File: src/sv/cts_pkg.sv
// ---------------------------------------------------------------------------
// cts_pkg: shared types and constants of the CAN timeout supervisor
// Table size, field widths, item and register codes, sequencer states and
// the per-entry runtime record passed to the entry update unit.
// ---------------------------------------------------------------------------
package cts_pkg;

	localparam int ENTRIES = 16;
	localparam int IDX_W   = (ENTRIES > 1) ? $clog2(ENTRIES) : 1;
	localparam int CNT_W   = $clog2(ENTRIES + 1);

	localparam int ID_W    = 29;
	localparam int TO_W    = 16;
	localparam int STEP_W  = 8;
	localparam int TICKS_W = 8;
	localparam int ACT_W   = 5;
	localparam int MASK_W  = 16;
	localparam int CFG_IDX_W  = 2;
	localparam int CFG_DATA_W = 8;

	typedef enum logic [1:0] {
		MODE_FRAME = 2'd0,
		MODE_TICK  = 2'd1,
		MODE_WRITE = 2'd2,
		MODE_NONE  = 2'd3
	} mode_t;

	typedef enum logic [CFG_IDX_W-1:0] {
		REG_ACTIVE  = 2'd0,
		REG_STEP    = 2'd1,
		REG_RECOVER = 2'd2,
		REG_UNUSED  = 2'd3
	} reg_idx_t;

	typedef enum logic [1:0] {
		ST_IDLE,
		ST_RUN,
		ST_DONE
	} state_t;

	// runtime record of one table entry
	typedef struct packed {
		logic [TO_W-1:0]    timer;
		logic [TICKS_W-1:0] ticks;
		logic               seen;
		logic               lost;
	} entry_state_t;

	// tick settings handed to the entry update unit
	typedef struct packed {
		logic               off;
		logic [STEP_W-1:0]  step;
		logic [TICKS_W-1:0] recover;
	} tick_ctrl_t;

	// map the per-entry flags onto the fixed-width result mask
	function automatic logic [MASK_W-1:0] to_mask(input logic [ENTRIES-1:0] v);
		logic [MASK_W-1:0] r;
		r = '0;
		for (int i = 0; i < MASK_W; i++) begin
			if (i < ENTRIES) begin
				r[i] = v[i];
			end
		end
		return r;
	endfunction

endpackage

File: src/sv/cts_if.sv
// ---------------------------------------------------------------------------
// cts_if: channel interfaces of the CAN timeout supervisor
// Input item, result item and configuration write channels, each with
// valid/ready handshake and source/sink modports.
// ---------------------------------------------------------------------------
interface cts_item_if;
	logic                     valid;
	logic                     ready;
	logic [1:0]               mode;
	logic [cts_pkg::ID_W-1:0] frame_id;
	logic                     supervision_off;
	logic [3:0]               entry_index;
	logic [cts_pkg::ID_W-1:0] entry_id;
	logic [cts_pkg::TO_W-1:0] entry_timeout_ms;

	modport source (output valid, mode, frame_id, supervision_off, entry_index,
		entry_id, entry_timeout_ms, input ready);
	modport sink (input valid, mode, frame_id, supervision_off, entry_index,
		entry_id, entry_timeout_ms, output ready);
endinterface

interface cts_result_if;
	logic                       valid;
	logic                       ready;
	logic [cts_pkg::MASK_W-1:0] lost_mask;
	logic [cts_pkg::MASK_W-1:0] changed_mask;
	logic                       matched;
	logic [3:0]                 matched_index;

	modport source (output valid, lost_mask, changed_mask, matched, matched_index,
		input ready);
	modport sink (input valid, lost_mask, changed_mask, matched, matched_index,
		output ready);
endinterface

interface cts_cfg_if;
	logic                           valid;
	logic                           ready;
	logic [cts_pkg::CFG_IDX_W-1:0]  index;
	logic [cts_pkg::CFG_DATA_W-1:0] data;

	modport source (output valid, index, data, input ready);
	modport sink (input valid, index, data, output ready);
endinterface

File: src/sv/can_timeout_supervisor_with_recovery.sv
// ---------------------------------------------------------------------------
// can_timeout_supervisor_with_recovery: CAN identifier loss supervisor
// Watches a table of identifiers for silence and reports lost entries.
// ---------------------------------------------------------------------------
// Channels: item (sink) takes frame, tick and table-write transactions;
// result (source) returns one transaction per item with the lost mask,
// the mask of entries whose lost state changed, and the frame match.
// cfg (sink) writes active_entries, tick_step_ms and recovery_count; it is
// always ready and must only be used while no item is in flight.
// Timing: a tick or frame item walks the table in the scan state, one active
// entry per cycle, through the single shared entry update unit, and ends on
// seeing the end of the scan; a frame stops at the first match, and a table
// write does not walk. The done state then loads the result register, and a
// new item is accepted the cycle after the previous result has been loaded.
// Stall: the result register holds while result.ready is low; a finished
// scan waits for the register to free, and item.ready stays low meanwhile.
// Reset: all timers, counts and flags clear at once; the identifier and
// timeout tables hold no valid content until written.
// ---------------------------------------------------------------------------
module can_timeout_supervisor_with_recovery (
	input  logic         clk,
	input  logic         arst_n,
	cts_item_if.sink     item,
	cts_result_if.source result,
	cts_cfg_if.sink      cfg
);

	localparam int E = cts_pkg::ENTRIES;

	// configuration
	logic [cts_pkg::ACT_W-1:0]   active_q;
	logic [cts_pkg::STEP_W-1:0]  step_q;
	logic [cts_pkg::TICKS_W-1:0] recover_q;

	// table storage and runtime state
	logic [cts_pkg::ID_W-1:0]    id_q      [E];
	logic [cts_pkg::TO_W-1:0]    timeout_q [E];
	logic [cts_pkg::TO_W-1:0]    timer_q   [E];
	logic [cts_pkg::TICKS_W-1:0] ticks_q   [E];
	logic [E-1:0]                seen_q;
	logic [E-1:0]                lost_q;

	// latched item
	cts_pkg::mode_t              mode_q;
	logic [cts_pkg::ID_W-1:0]    fid_q;
	logic                        off_q;
	logic [3:0]                  widx_q;
	logic [cts_pkg::ID_W-1:0]    wid_q;
	logic [cts_pkg::TO_W-1:0]    wto_q;

	// sequencer and accumulated result
	cts_pkg::state_t             state_q, state_d;
	logic [cts_pkg::CNT_W-1:0]   cnt_q;
	logic [E-1:0]                changed_q;
	logic                        matched_q;
	logic [3:0]                  midx_q;

	// result register
	logic                        out_valid_q;
	logic [cts_pkg::MASK_W-1:0]  out_lost_q;
	logic [cts_pkg::MASK_W-1:0]  out_changed_q;
	logic                        out_matched_q;
	logic [3:0]                  out_midx_q;

	logic                        item_acc;
	logic                        out_free;
	logic                        load_out;
	logic [cts_pkg::CNT_W-1:0]   n_active;
	logic                        scan_end;
	logic [cts_pkg::IDX_W-1:0]   cur;
	logic [cts_pkg::IDX_W-1:0]   waddr;
	logic                        wvalid;
	logic                        id_hit;
	cts_pkg::entry_state_t       ent_cur, ent_nxt;
	cts_pkg::tick_ctrl_t         tick_ctrl;
	logic                        ent_changed;

	assign item.ready = state_q == cts_pkg::ST_IDLE;
	assign item_acc   = item.valid && item.ready;
	assign cfg.ready  = 1'b1;
	assign out_free   = !out_valid_q || result.ready;
	assign load_out   = (state_q == cts_pkg::ST_DONE) && out_free;

	// cap the active count at the table size
	always_comb begin
		if (32'(active_q) > 32'(E)) begin
			n_active = cts_pkg::CNT_W'(E);
		end else begin
			n_active = cts_pkg::CNT_W'(active_q);
		end
	end

	assign scan_end = cnt_q >= n_active;
	assign cur      = cnt_q[cts_pkg::IDX_W-1:0];
	assign waddr    = cts_pkg::IDX_W'(widx_q);
	assign wvalid   = 32'(widx_q) < 32'(E);
	assign id_hit   = id_q[cur] == fid_q;

	// present the current entry to the shared update unit
	assign ent_cur.timer = timer_q[cur];
	assign ent_cur.ticks = ticks_q[cur];
	assign ent_cur.seen  = seen_q[cur];
	assign ent_cur.lost  = lost_q[cur];
	assign tick_ctrl.off     = off_q;
	assign tick_ctrl.step    = step_q;
	assign tick_ctrl.recover = recover_q;

	cts_entry_unit u_entry (
		.cur          (ent_cur),
		.timeout      (timeout_q[cur]),
		.ctrl         (tick_ctrl),
		.nxt          (ent_nxt),
		.lost_changed (ent_changed)
	);

	// sequencer state register
	always_ff @(posedge clk or negedge arst_n) begin
		if (!arst_n) begin
			state_q <= cts_pkg::ST_IDLE;
		end else begin
			state_q <= state_d;
		end
	end

	// next state
	always_comb begin
		state_d = state_q;
		unique case (state_q)
			cts_pkg::ST_IDLE: begin
				if (item_acc) begin
					state_d = cts_pkg::ST_RUN;
				end
			end
			cts_pkg::ST_RUN: begin
				unique case (mode_q)
					cts_pkg::MODE_FRAME: begin
						if (scan_end || id_hit) begin
							state_d = cts_pkg::ST_DONE;
						end
					end
					cts_pkg::MODE_TICK: begin
						if (scan_end) begin
							state_d = cts_pkg::ST_DONE;
						end
					end
					default: begin
						state_d = cts_pkg::ST_DONE;
					end
				endcase
			end
			cts_pkg::ST_DONE: begin
				if (out_free) begin
					state_d = cts_pkg::ST_IDLE;
				end
			end
			default: begin
				state_d = cts_pkg::ST_IDLE;
			end
		endcase
	end

	// configuration writes
	always_ff @(posedge clk or negedge arst_n) begin
		if (!arst_n) begin
			active_q  <= '0;
			step_q    <= cts_pkg::STEP_W'(10);
			recover_q <= cts_pkg::TICKS_W'(3);
		end else if (cfg.valid && cfg.ready) begin
			unique case (cts_pkg::reg_idx_t'(cfg.index))
				cts_pkg::REG_ACTIVE:  active_q  <= cfg.data[cts_pkg::ACT_W-1:0];
				cts_pkg::REG_STEP:    step_q    <= cfg.data;
				cts_pkg::REG_RECOVER: recover_q <= cfg.data;
				default: ;
			endcase
		end
	end

	// latch the accepted item
	always_ff @(posedge clk) begin
		if (item_acc) begin
			mode_q <= cts_pkg::mode_t'(item.mode);
			fid_q  <= item.frame_id;
			off_q  <= item.supervision_off;
			widx_q <= item.entry_index;
			wid_q  <= item.entry_id;
			wto_q  <= item.entry_timeout_ms;
		end
	end

	// identifier and timeout tables: loaded by table writes only
	always_ff @(posedge clk) begin
		if (state_q == cts_pkg::ST_RUN && mode_q == cts_pkg::MODE_WRITE && wvalid) begin
			id_q[waddr]      <= wid_q;
			timeout_q[waddr] <= wto_q;
		end
	end

	// runtime state and result accumulation
	always_ff @(posedge clk or negedge arst_n) begin
		if (!arst_n) begin
			for (int i = 0; i < E; i++) begin
				timer_q[i] <= '0;
				ticks_q[i] <= '0;
			end
			seen_q    <= '0;
			lost_q    <= '0;
			cnt_q     <= '0;
			changed_q <= '0;
			matched_q <= 1'b0;
			midx_q    <= '0;
		end else if (item_acc) begin
			cnt_q     <= '0;
			changed_q <= '0;
			matched_q <= 1'b0;
			midx_q    <= '0;
		end else if (state_q == cts_pkg::ST_RUN) begin
			unique case (mode_q)
				cts_pkg::MODE_FRAME: begin
					// mark the first matching entry as seen
					if (!scan_end) begin
						if (id_hit) begin
							seen_q[cur] <= 1'b1;
							matched_q   <= 1'b1;
							midx_q      <= 4'(cur);
						end else begin
							cnt_q <= cnt_q + 1'b1;
						end
					end
				end
				cts_pkg::MODE_TICK: begin
					// write back one entry per cycle
					if (!scan_end) begin
						timer_q[cur]   <= ent_nxt.timer;
						ticks_q[cur]   <= ent_nxt.ticks;
						seen_q[cur]    <= ent_nxt.seen;
						lost_q[cur]    <= ent_nxt.lost;
						changed_q[cur] <= ent_changed;
						cnt_q          <= cnt_q + 1'b1;
					end
				end
				cts_pkg::MODE_WRITE: begin
					// clear runtime state of the written entry
					if (wvalid) begin
						timer_q[waddr]   <= '0;
						ticks_q[waddr]   <= '0;
						seen_q[waddr]    <= 1'b0;
						lost_q[waddr]    <= 1'b0;
						changed_q[waddr] <= lost_q[waddr];
					end
				end
				default: ;
			endcase
		end
	end

	// result register: load on finish, drop when taken
	always_ff @(posedge clk or negedge arst_n) begin
		if (!arst_n) begin
			out_valid_q <= 1'b0;
		end else if (load_out) begin
			out_valid_q <= 1'b1;
		end else if (result.ready) begin
			out_valid_q <= 1'b0;
		end
	end

	always_ff @(posedge clk) begin
		if (load_out) begin
			out_lost_q    <= cts_pkg::to_mask(lost_q);
			out_changed_q <= cts_pkg::to_mask(changed_q);
			out_matched_q <= matched_q;
			out_midx_q    <= midx_q;
		end
	end

	assign result.valid         = out_valid_q;
	assign result.lost_mask     = out_lost_q;
	assign result.changed_mask  = out_changed_q;
	assign result.matched       = out_matched_q;
	assign result.matched_index = out_midx_q;

endmodule

File: src/sv/cts_entry_unit.sv
// ---------------------------------------------------------------------------
// cts_entry_unit: tick update of one supervised entry
// Shared by all entries; the sequencer presents one entry per cycle and
// writes back the next runtime record.
// ---------------------------------------------------------------------------
module cts_entry_unit (
	input  cts_pkg::entry_state_t      cur,
	input  logic [cts_pkg::TO_W-1:0]   timeout,
	input  cts_pkg::tick_ctrl_t        ctrl,
	output cts_pkg::entry_state_t      nxt,
	output logic                       lost_changed
);

	logic [cts_pkg::TO_W:0]      sum;
	logic [cts_pkg::TICKS_W-1:0] ticks_inc;

	// saturating timer advance and seen count
	assign sum = {1'b0, cur.timer} + {{(cts_pkg::TO_W + 1 - cts_pkg::STEP_W){1'b0}}, ctrl.step};
	assign ticks_inc = (&cur.ticks) ? cur.ticks : cur.ticks + 1'b1;

	always_comb begin
		nxt = cur;
		priority if (ctrl.off) begin
			// supervision forbidden: clear and recover
			nxt.timer = '0;
			nxt.ticks = '0;
			nxt.seen  = 1'b0;
			nxt.lost  = 1'b0;
		end else if (cur.seen) begin
			// traffic seen: restart timer, count toward recovery
			nxt.timer = '0;
			nxt.seen  = 1'b0;
			if (cur.lost) begin
				nxt.ticks = ticks_inc;
				if (ticks_inc > ctrl.recover) begin
					nxt.lost = 1'b0;
				end
			end
		end else if (!cur.lost) begin
			// silence: declare loss at timeout, else advance
			if (cur.timer >= timeout) begin
				nxt.ticks = '0;
				nxt.lost  = 1'b1;
			end else begin
				nxt.timer = sum[cts_pkg::TO_W] ? {cts_pkg::TO_W{1'b1}} : sum[cts_pkg::TO_W-1:0];
			end
		end
	end

	assign lost_changed = nxt.lost != cur.lost;

endmodule

File: src/flat_wrapper.sv
// flat-port wrapper written by rule: the top's interface ports become plain ports
module can_timeout_supervisor_with_recovery_flat 
  (clk, arst_n, item_valid, item_mode, item_frame_id, item_supervision_off, item_entry_index, item_entry_id, item_entry_timeout_ms, item_ready, result_valid, result_lost_mask, result_changed_mask, result_matched, result_matched_index, result_ready, cfg_valid, cfg_index, cfg_data, cfg_ready);
  cts_item_if item_i ();
  cts_result_if result_i ();
  cts_cfg_if cfg_i ();
  input  logic clk;
  input  logic arst_n;
  input wire logic [$bits(item_i.valid)-1:0] item_valid;
  input wire logic [$bits(item_i.mode)-1:0] item_mode;
  input wire logic [$bits(item_i.frame_id)-1:0] item_frame_id;
  input wire logic [$bits(item_i.supervision_off)-1:0] item_supervision_off;
  input wire logic [$bits(item_i.entry_index)-1:0] item_entry_index;
  input wire logic [$bits(item_i.entry_id)-1:0] item_entry_id;
  input wire logic [$bits(item_i.entry_timeout_ms)-1:0] item_entry_timeout_ms;
  output wire logic [$bits(item_i.ready)-1:0] item_ready;
  output wire logic [$bits(result_i.valid)-1:0] result_valid;
  output wire logic [$bits(result_i.lost_mask)-1:0] result_lost_mask;
  output wire logic [$bits(result_i.changed_mask)-1:0] result_changed_mask;
  output wire logic [$bits(result_i.matched)-1:0] result_matched;
  output wire logic [$bits(result_i.matched_index)-1:0] result_matched_index;
  input wire logic [$bits(result_i.ready)-1:0] result_ready;
  input wire logic [$bits(cfg_i.valid)-1:0] cfg_valid;
  input wire logic [$bits(cfg_i.index)-1:0] cfg_index;
  input wire logic [$bits(cfg_i.data)-1:0] cfg_data;
  output wire logic [$bits(cfg_i.ready)-1:0] cfg_ready;
  assign item_i.valid = item_valid;
  assign item_i.mode = item_mode;
  assign item_i.frame_id = item_frame_id;
  assign item_i.supervision_off = item_supervision_off;
  assign item_i.entry_index = item_entry_index;
  assign item_i.entry_id = item_entry_id;
  assign item_i.entry_timeout_ms = item_entry_timeout_ms;
  assign item_ready = item_i.ready;
  assign result_valid = result_i.valid;
  assign result_lost_mask = result_i.lost_mask;
  assign result_changed_mask = result_i.changed_mask;
  assign result_matched = result_i.matched;
  assign result_matched_index = result_i.matched_index;
  assign result_i.ready = result_ready;
  assign cfg_i.valid = cfg_valid;
  assign cfg_i.index = cfg_index;
  assign cfg_i.data = cfg_data;
  assign cfg_ready = cfg_i.ready;
  can_timeout_supervisor_with_recovery u_core (.clk(clk), .arst_n(arst_n), .item(item_i), .result(result_i), .cfg(cfg_i));
endmodule
File: config.mk
export PLATFORM = sky130hd
export DESIGN_NAME = can_timeout_supervisor_with_recovery_flat
export DESIGN_NICKNAME = d
export VERILOG_FILES = /design/src/sv/cts_pkg.sv /design/src/sv/cts_if.sv /design/src/sv/can_timeout_supervisor_with_recovery.sv /design/src/sv/cts_entry_unit.sv /design/src/flat_wrapper.sv
export SDC_FILE = /design/constraint.sdc
export NUM_CORES = 2
export LEC_CHECK = 0
export BUFFER_PORTS_ARGS = -buffer_cell sky130_fd_sc_hd__buf_2
export CAP_MARGIN = 20
export CORE_MARGIN = 2
export CORE_UTILIZATION = 35
export DETAILED_ROUTE_END_ITERATION = 16
export SYNTH_ARGS = -nofsm -noshare
export SYNTH_HDL_FRONTEND = slang
export SYNTH_HIERARCHICAL = 1
export SYNTH_SLANG_ARGS = --single-unit
File: constraint.sdc
create_clock -name clk -period 16.7 [get_ports clk]
set_input_delay 2.505 -clock clk [delete_from_list [all_inputs] [get_ports clk]]
set_output_delay 2.505 -clock clk [all_outputs]
set_load 0.005 [all_outputs]
* Word-level counts from Yosys, hierarchy flattened
Memory sizes are Yosys's and may differ from the RTL's. Cells that the tools add are included.
Storage, ports and cells: bits in registers 584, memory bits (writable) 720, memories kept 2, output and inout port bits 40
Operators by class: $lt $le $gt $ge 12, mux-type cells 84, equality and inequality tests 19, bitwise operators 11, $add $sub $neg 3, reductions and logical operators 31
Memory list:
- u_core.id_q | depth 16, width 29, read ports 1, clocked after Yosys merged registers in 0, wr ports 1, line can_timeout_supervisor_with_recovery.sv:36 | logic [cts_pkg::ID_W-1:0] id_q [E];
- u_core.timeout_q | depth 16, width 16, read ports 1, clocked after Yosys merged registers in 0, wr ports 1, line can_timeout_supervisor_with_recovery.sv:37 | logic [cts_pkg::TO_W-1:0] timeout_q [E];
Operators by type and width (number):
- $pmux 256 s2 | 1
- $and 256x256->256 | 1
- $bwmux 256 | 1
- $mux 256 | 1
- $not 256->256 | 1
- $pmux 128 s2 | 1
- $mux 16 | 13
- $and 128x128->128 | 1
- $bwmux 128 | 1
- $demux 16 s4 | 2
- $mux 128 | 1
- $not 128->128 | 1
- $bmux 16 s4 | 1
- $bwmux 16 | 4
- $demux 8 s4 | 2
- $pmux 16 s2 | 2
- $mux 8 | 7
- $mux 24 | 2
- $pmux 16 s3 | 1
- $and 16x16->16 | 2
- $bmux 8 s4 | 1
- $mux 5 | 6
- $eq 29x29->1 | 1
- $mux 26 | 1
- 41 further kinds | 105

* Longest topological paths before layout
depth in word-level cells 17, mapped depth 25

* Modules after synthesis
Netlist, hierarchy kept.
Modules (own cells, without submodules):
- can_timeout_supervisor_with_recovery | instances 1, area an instance 53651.5 sq um, seq. area each 36830.3 sq um, cells an instance 3286
- cts_entry_unit | instances 1, area an instance 1751.7 sq um, seq. area each 0.0 sq um, cells an instance 252

* Worst setup path after synthesis
Ideal clock, no wire load.
path type input to register, start point input item_valid, end point register u_core.changed_q[10], path slack 10.777 ns, stages on the path 5, arrival 5.798 ns, path through nand2_1 > inv_1 > clkbuf_1 > o21ai_0 > mux2_2
Between the ends: longest elaborated chain between the ends 3
Ends and longest elaborated chain:
- from (decl) | line flat_wrapper.sv:9 | input wire logic [$bits(item_i.valid)-1:0] item_valid;
- $logic_and 1x1->1 (*) | line can_timeout_supervisor_with_recovery.sv:79 | assign item_acc = item.valid && item.ready;
- via u_core.item_acc | line can_timeout_supervisor_with_recovery.sv:65 | logic item_acc;
- $ne 3x2->1 (no line), or another cell as far along
- $reduce_and 3->1 (no line)
- to (signal, indexed assignment) | line can_timeout_supervisor_with_recovery.sv:237 | changed_q[cur] <= ent_changed;
- to (signal, indexed assignment) | line can_timeout_supervisor_with_recovery.sv:248 | changed_q[waddr] <= lost_q[waddr];
- to (decl) | line can_timeout_supervisor_with_recovery.sv:54 | logic [E-1:0] changed_q;
Mark *: on every way through the listed nets, which the timed path passes. The rest lies on a longest branch. A chain may end at the register's enable or synchronous reset.

==> metrics.txt <==
# TYPE chip_impl_metric gauge
chip_impl_metric{name="place_congestion",unit=""} 0.8486
chip_impl_metric{name="postRouteAntennaNets",unit=""} 0
chip_impl_metric{name="wl_per_cell",unit="um"} 27.76
chip_impl_metric{name="floorplan.die.height",unit="um"} 401.9
chip_impl_metric{name="ys.warnings.count",unit=""} 6
chip_impl_metric{name="grt_pass1_vias",unit=""} 33230
chip_impl_metric{name="detail_route.vias_per_cell",unit=""} 5.716
chip_impl_metric{name="total_cts_buffers",unit=""} 138
chip_impl_metric{name="die_area",unit="sq mm"} 0.1615
chip_impl_metric{name="synth_compound_gate_area_share",unit="%"} 9.747
chip_impl_info{name="tritoncts",value="built"} 1
chip_impl_metric{name="irDropWorstVdd",unit="mV"} 0.1092
chip_impl_metric{name="fin_worst_hold_slack",unit="ps"} 449.5
chip_impl_metric{name="clock_latency",unit="ps"} 790
chip_impl_metric{name="timing_max_transition_violations_final",unit=""} 0
chip_impl_info{name="critical_path_class",value="reg2reg"} 1
chip_impl_metric{name="timing.final.setup_violations",unit=""} 0
chip_impl_info{name="end_kind",value="register"} 1
chip_impl_metric{name="design.portCount",unit=""} 136
chip_impl_metric{name="initialDrtViolationCount",unit=""} 3716
chip_impl_metric{name="synth_area",unit="sq mm"} 0.05540
chip_impl_metric{name="placement_rows",unit=""} 146
chip_impl_metric{name="worst_setup_skew_after_layout",unit="ps"} 30.07
chip_impl_metric{name="wire_length_of_the_first_global_routing_pass",unit="mm"} 235.8
chip_impl_info{name="final_common_cell",value="edfxtp_1"} 1
chip_impl_metric{name="fill_cells",unit=""} 14480
chip_impl_metric{name="cts_num_sinks",unit=""} 1304
chip_impl_metric{name="worst-endpoint-required",unit="ps"} 17400
chip_impl_metric{name="maxClockFrequency",unit="GHz"} 0.1345
chip_impl_metric{name="clk_path_buf_depth",unit=""} 3
chip_impl_metric{name="max_cap_viol_count",unit=""} 0
chip_impl_metric{name="core",unit="sq mm"} 0.1578
chip_impl_metric{name="synth_enable_flop_cells",unit=""} 838
chip_impl_metric{name="yosysSeqAreaShare",unit="%"} 66.48
chip_impl_metric{name="synthArstFlopShare",unit="%"} 35.74
chip_impl_metric{name="numPortBuffers",unit=""} 134
chip_impl_metric{name="worst-endpoint-arrival",unit="ps"} 8140
chip_impl_metric{name="cts.htree.levels",unit=""} 4
chip_impl_metric{name="post_synth_mux_area_share",unit="%"} 14.67
chip_impl_metric{name="power",unit="mW"} 8.774
chip_impl_metric{name="cts.repair.resized",unit=""} 0
chip_impl_metric{name="grt_start_max_net_pins",unit=""} 125
chip_impl_metric{name="powerDensity",unit="mW/mm^2"} 138.9
chip_impl_metric{name="parity_gate_share_of_the_synthesized_area_counting_xor_and_xnor_cells",unit="%"} 0.7746
chip_impl_metric{name="tns",unit="ps"} 0
chip_impl_metric{name="synth_cell_types",unit=""} 77
chip_impl_metric{name="drc",unit=""} 0
chip_impl_metric{name="postSynthCellCount",unit=""} 3538
chip_impl_info{name="cts-root-buf",value="clkbuf_16"} 1
chip_impl_metric{name="largest_fanout_of_any_net_on_the_critical_path",unit=""} 46
chip_impl_metric{name="routed-via-count",unit=""} 33430
chip_impl_metric{name="finish.net_count",unit=""} 3806
chip_impl_metric{name="hpwlAfterDp",unit="mm"} 95.11
chip_impl_metric{name="synth_area_per_cell",unit="sq um"} 15.66
chip_impl_info{name="synth_top_family_by_area",value="multiplexers"} 1
chip_impl_metric{name="static-leakage-power",unit="nW"} 22.78
chip_impl_metric{name="hold_viol",unit=""} 0
chip_impl_metric{name="floorplan.die.width",unit="um"} 401.9
chip_impl_info{name="unrepaired_setup_endpoints_after_global_routing",value="no"} 1
chip_impl_metric{name="synth_simple_gate_area_share",unit="%"} 4.804
chip_impl_metric{name="clkTransAtPathRegs",unit="ps"} 60
chip_impl_metric{name="drt_pre_antenna_iters",unit=""} 8
chip_impl_info{name="postSynth.topFlopCell",value="edfxtp_1"} 1
chip_impl_metric{name="synth_fa_ha_area_share",unit="%"} 1.052
chip_impl_metric{name="synth.net_count",unit=""} 3680
chip_impl_metric{name="ys_seq_elements",unit=""} 1304
chip_impl_metric{name="share_of_the_cycle_needed_by_the_critical_path_after_routing",unit="%"} 44.53
chip_impl_info{name="class_of_the_tightest_hold_or_removal_check",value="reg2reg"} 1
chip_impl_metric{name="postRouteWirelength",unit="mm"} 162.4
chip_impl_metric{name="flow.area_growth_from_synthesis",unit="%"} 14.02
chip_impl_info{name="timing.critical_path.from_type",value="register"} 1
chip_impl_metric{name="initial_antenna_violation_count",unit=""} 11
chip_impl_info{name="run_status",value="finished, final reports clean"} 1
chip_impl_metric{name="final_layout_size_suffix_gt1_share",unit="%"} 23.07
chip_impl_metric{name="cts_hold_repair.buffers",unit=""} 0
chip_impl_metric{name="grtUsageTotal",unit="%"} 19.92
chip_impl_metric{name="initial_utilization",unit="%"} 35.10
chip_impl_metric{name="worst-slew-pin-transition",unit="ps"} 1184
chip_impl_metric{name="global_route.overflow_total",unit=""} 0
chip_impl_metric{name="worst_slew_margin_rel",unit="%"} 20.95
chip_impl_metric{name="post_cts.repair.setup_buffers",unit=""} 0
chip_impl_info{name="final_cell_mix",value="edfxtp_1 (838), dfrtp_1 (458), nand2_1 (384)"} 1
chip_impl_metric{name="period_minus_slack",unit="ps"} 7436
==> routing by layer <==
layer  wire, um  global-route usage (%)  up-vias
li1           -                       -    14070
met1      66780                   27.27    17520
met2      77140                   31.66     1522
met3      13100                   3.728      295
met4       5252                   7.393       14
met5         91                       0        -
==> cell usage after synthesis, types with 8 or more instances <==
| master | instances | area, sq um |
|---|---|---|
| mux2i_1 | 94 | 940.9 |
| edfxtp_1 | 838 | 25160 |
| nand2_1 | 387 | 1453 |
| nor2b_1 | 29 | 181.4 |
| a21oi_1 | 34 | 170.2 |
| mux4_2 | 288 | 6486 |
| ha_1 | 45 | 563.0 |
| nor2_1 | 64 | 240.2 |
| buf_6 | 18 | 202.7 |
| a211oi_1 | 8 | 60.06 |
| buf_1 | 22 | 82.58 |
| a22oi_1 | 118 | 885.9 |
| a21o_1 | 12 | 90.09 |
| xnor2_1 | 26 | 227.7 |
| dfrtp_1 | 462 | 11560 |
| nand3_1 | 49 | 245.2 |
| clkbuf_1 | 170 | 638.1 |
| o211ai_1 | 11 | 82.58 |
| xor2_1 | 23 | 201.4 |
| mux2_2 | 62 | 698.2 |
| buf_2 | 28 | 140.1 |
| nand2b_1 | 9 | 56.30 |
| and3_1 | 14 | 87.58 |
| inv_1 | 52 | 195.2 |
| a221oi_1 | 8 | 70.07 |
| a22o_1 | 170 | 1489 |
| a31oi_1 | 16 | 100.1 |
| o21ai_0 | 309 | 1546 |
| o221ai_2 | 9 | 135.1 |
| o22ai_1 | 32 | 200.2 |
==> registers in the layout (all words and copies together) (netlist names), 4 cells and up <==
name	count
u_core/id_q	464
u_core/timeout_q	256
u_core/timer_q	256
u_core/ticks_q	128
u_core/fid_q	29
u_core/wid_q	29
u_core/changed_q	16
u_core/lost_q	16
u_core/result.changed_mask	16
u_core/result.lost_mask	16
u_core/seen_q	16
u_core/wto_q	16
u_core/recover_q	8
u_core/step_q	8
u_core/active_q	5
u_core/cnt_q	5
u_core/midx_q	4
u_core/result.matched_index	4
u_core/waddr	4
==> metrics by stage <==
stage / cells / area, sq um / setup WS, ps / util, %
after floorplan: 3538 / 55400 / 10780 / -
after CTS: 5838 / 63120 / 9132 / 39.99
after global placement: 5591 / 58440 / 9113 / 37.03
after global routing: 5845 / 63170 / 8574 / 40.02
final: 5848 / 63170 / 9264 / 40.03
after detailed placement: 5591 / 58440 / 9198 / 37.03
==> power breakdown <==
group / switching (mW) / internal (mW)
logic: 1.02 / 0.692
clock network: 1.30 / 1.85
registers: 0.210 / 3.70
==> cells by family after synthesis <==
| group | after synthesis |
|---|---|
| AO/OA/AOI/OAI | 789 |
| XOR/XNOR | 49 |
| adder cells (fa/ha/maj) | 46 |
| buffers and inverters | 302 |
| flip-flops | 1304 |
| multiplexers | 444 |
| other | 2 |
| AND/OR/NAND/NOR | 602 |
==> layout make-up <==
class,instances,area (sq um),area share [%]
flip-flops and latches,1304,36850,58.32
multi-input cells,1932,17400,27.54
clock buffers,188,3971,6.286
well taps,2072,2592,4.104
repair buffers,234,1435,2.272
clock inverters,59,709.4,1.123
inverters,54,207.7,0.3288
diodes,5,12.51,0.01981
==> worst max-delay path, cell delays in order (launching register included) <==
cell      delay (ps)
dfrtp_4         1020
buf_4            890
buf_4            730
mux4_2           580
mux4_2           470
inv_1             90
ha_1             230
and3_1           180
a221oi_1         230
o21ai_0          260
a21boi_0         750
o21ai_0          330
a21oi_1          280
nor2b_1          850
a22o_1           280
==> path summary, 6_finish.rpt <==
path | cells past startpoint | from | to | slack (ps)
max | 14 | u_core/cnt_q[0]$_DFFE_PN0P_ | u_core/ticks_q[58]$_DFFE_PN0P_ | 9260
min | 0 | u_core/changed_q[11]$_DFFE_PN0P_ | u_core/result.changed_mask[11]$_DFFE_PP_ | 450
max reg2reg | 14 | u_core/cnt_q[0]$_DFFE_PN0P_ | u_core/ticks_q[58]$_DFFE_PN0P_ | 9260
min reg2reg | 0 | u_core/changed_q[11]$_DFFE_PN0P_ | u_core/result.changed_mask[11]$_DFFE_PP_ | 450
max in group asynchronous | 3 | arst_n | u_core/timer_q[22]$_DFFE_PN0P_ | 12390
min in group asynchronous | 1 | arst_n | u_core/lost_q[3]$_DFFE_PN0P_ | 1880
No activity file was read; power rests on OpenSTA's default activity.
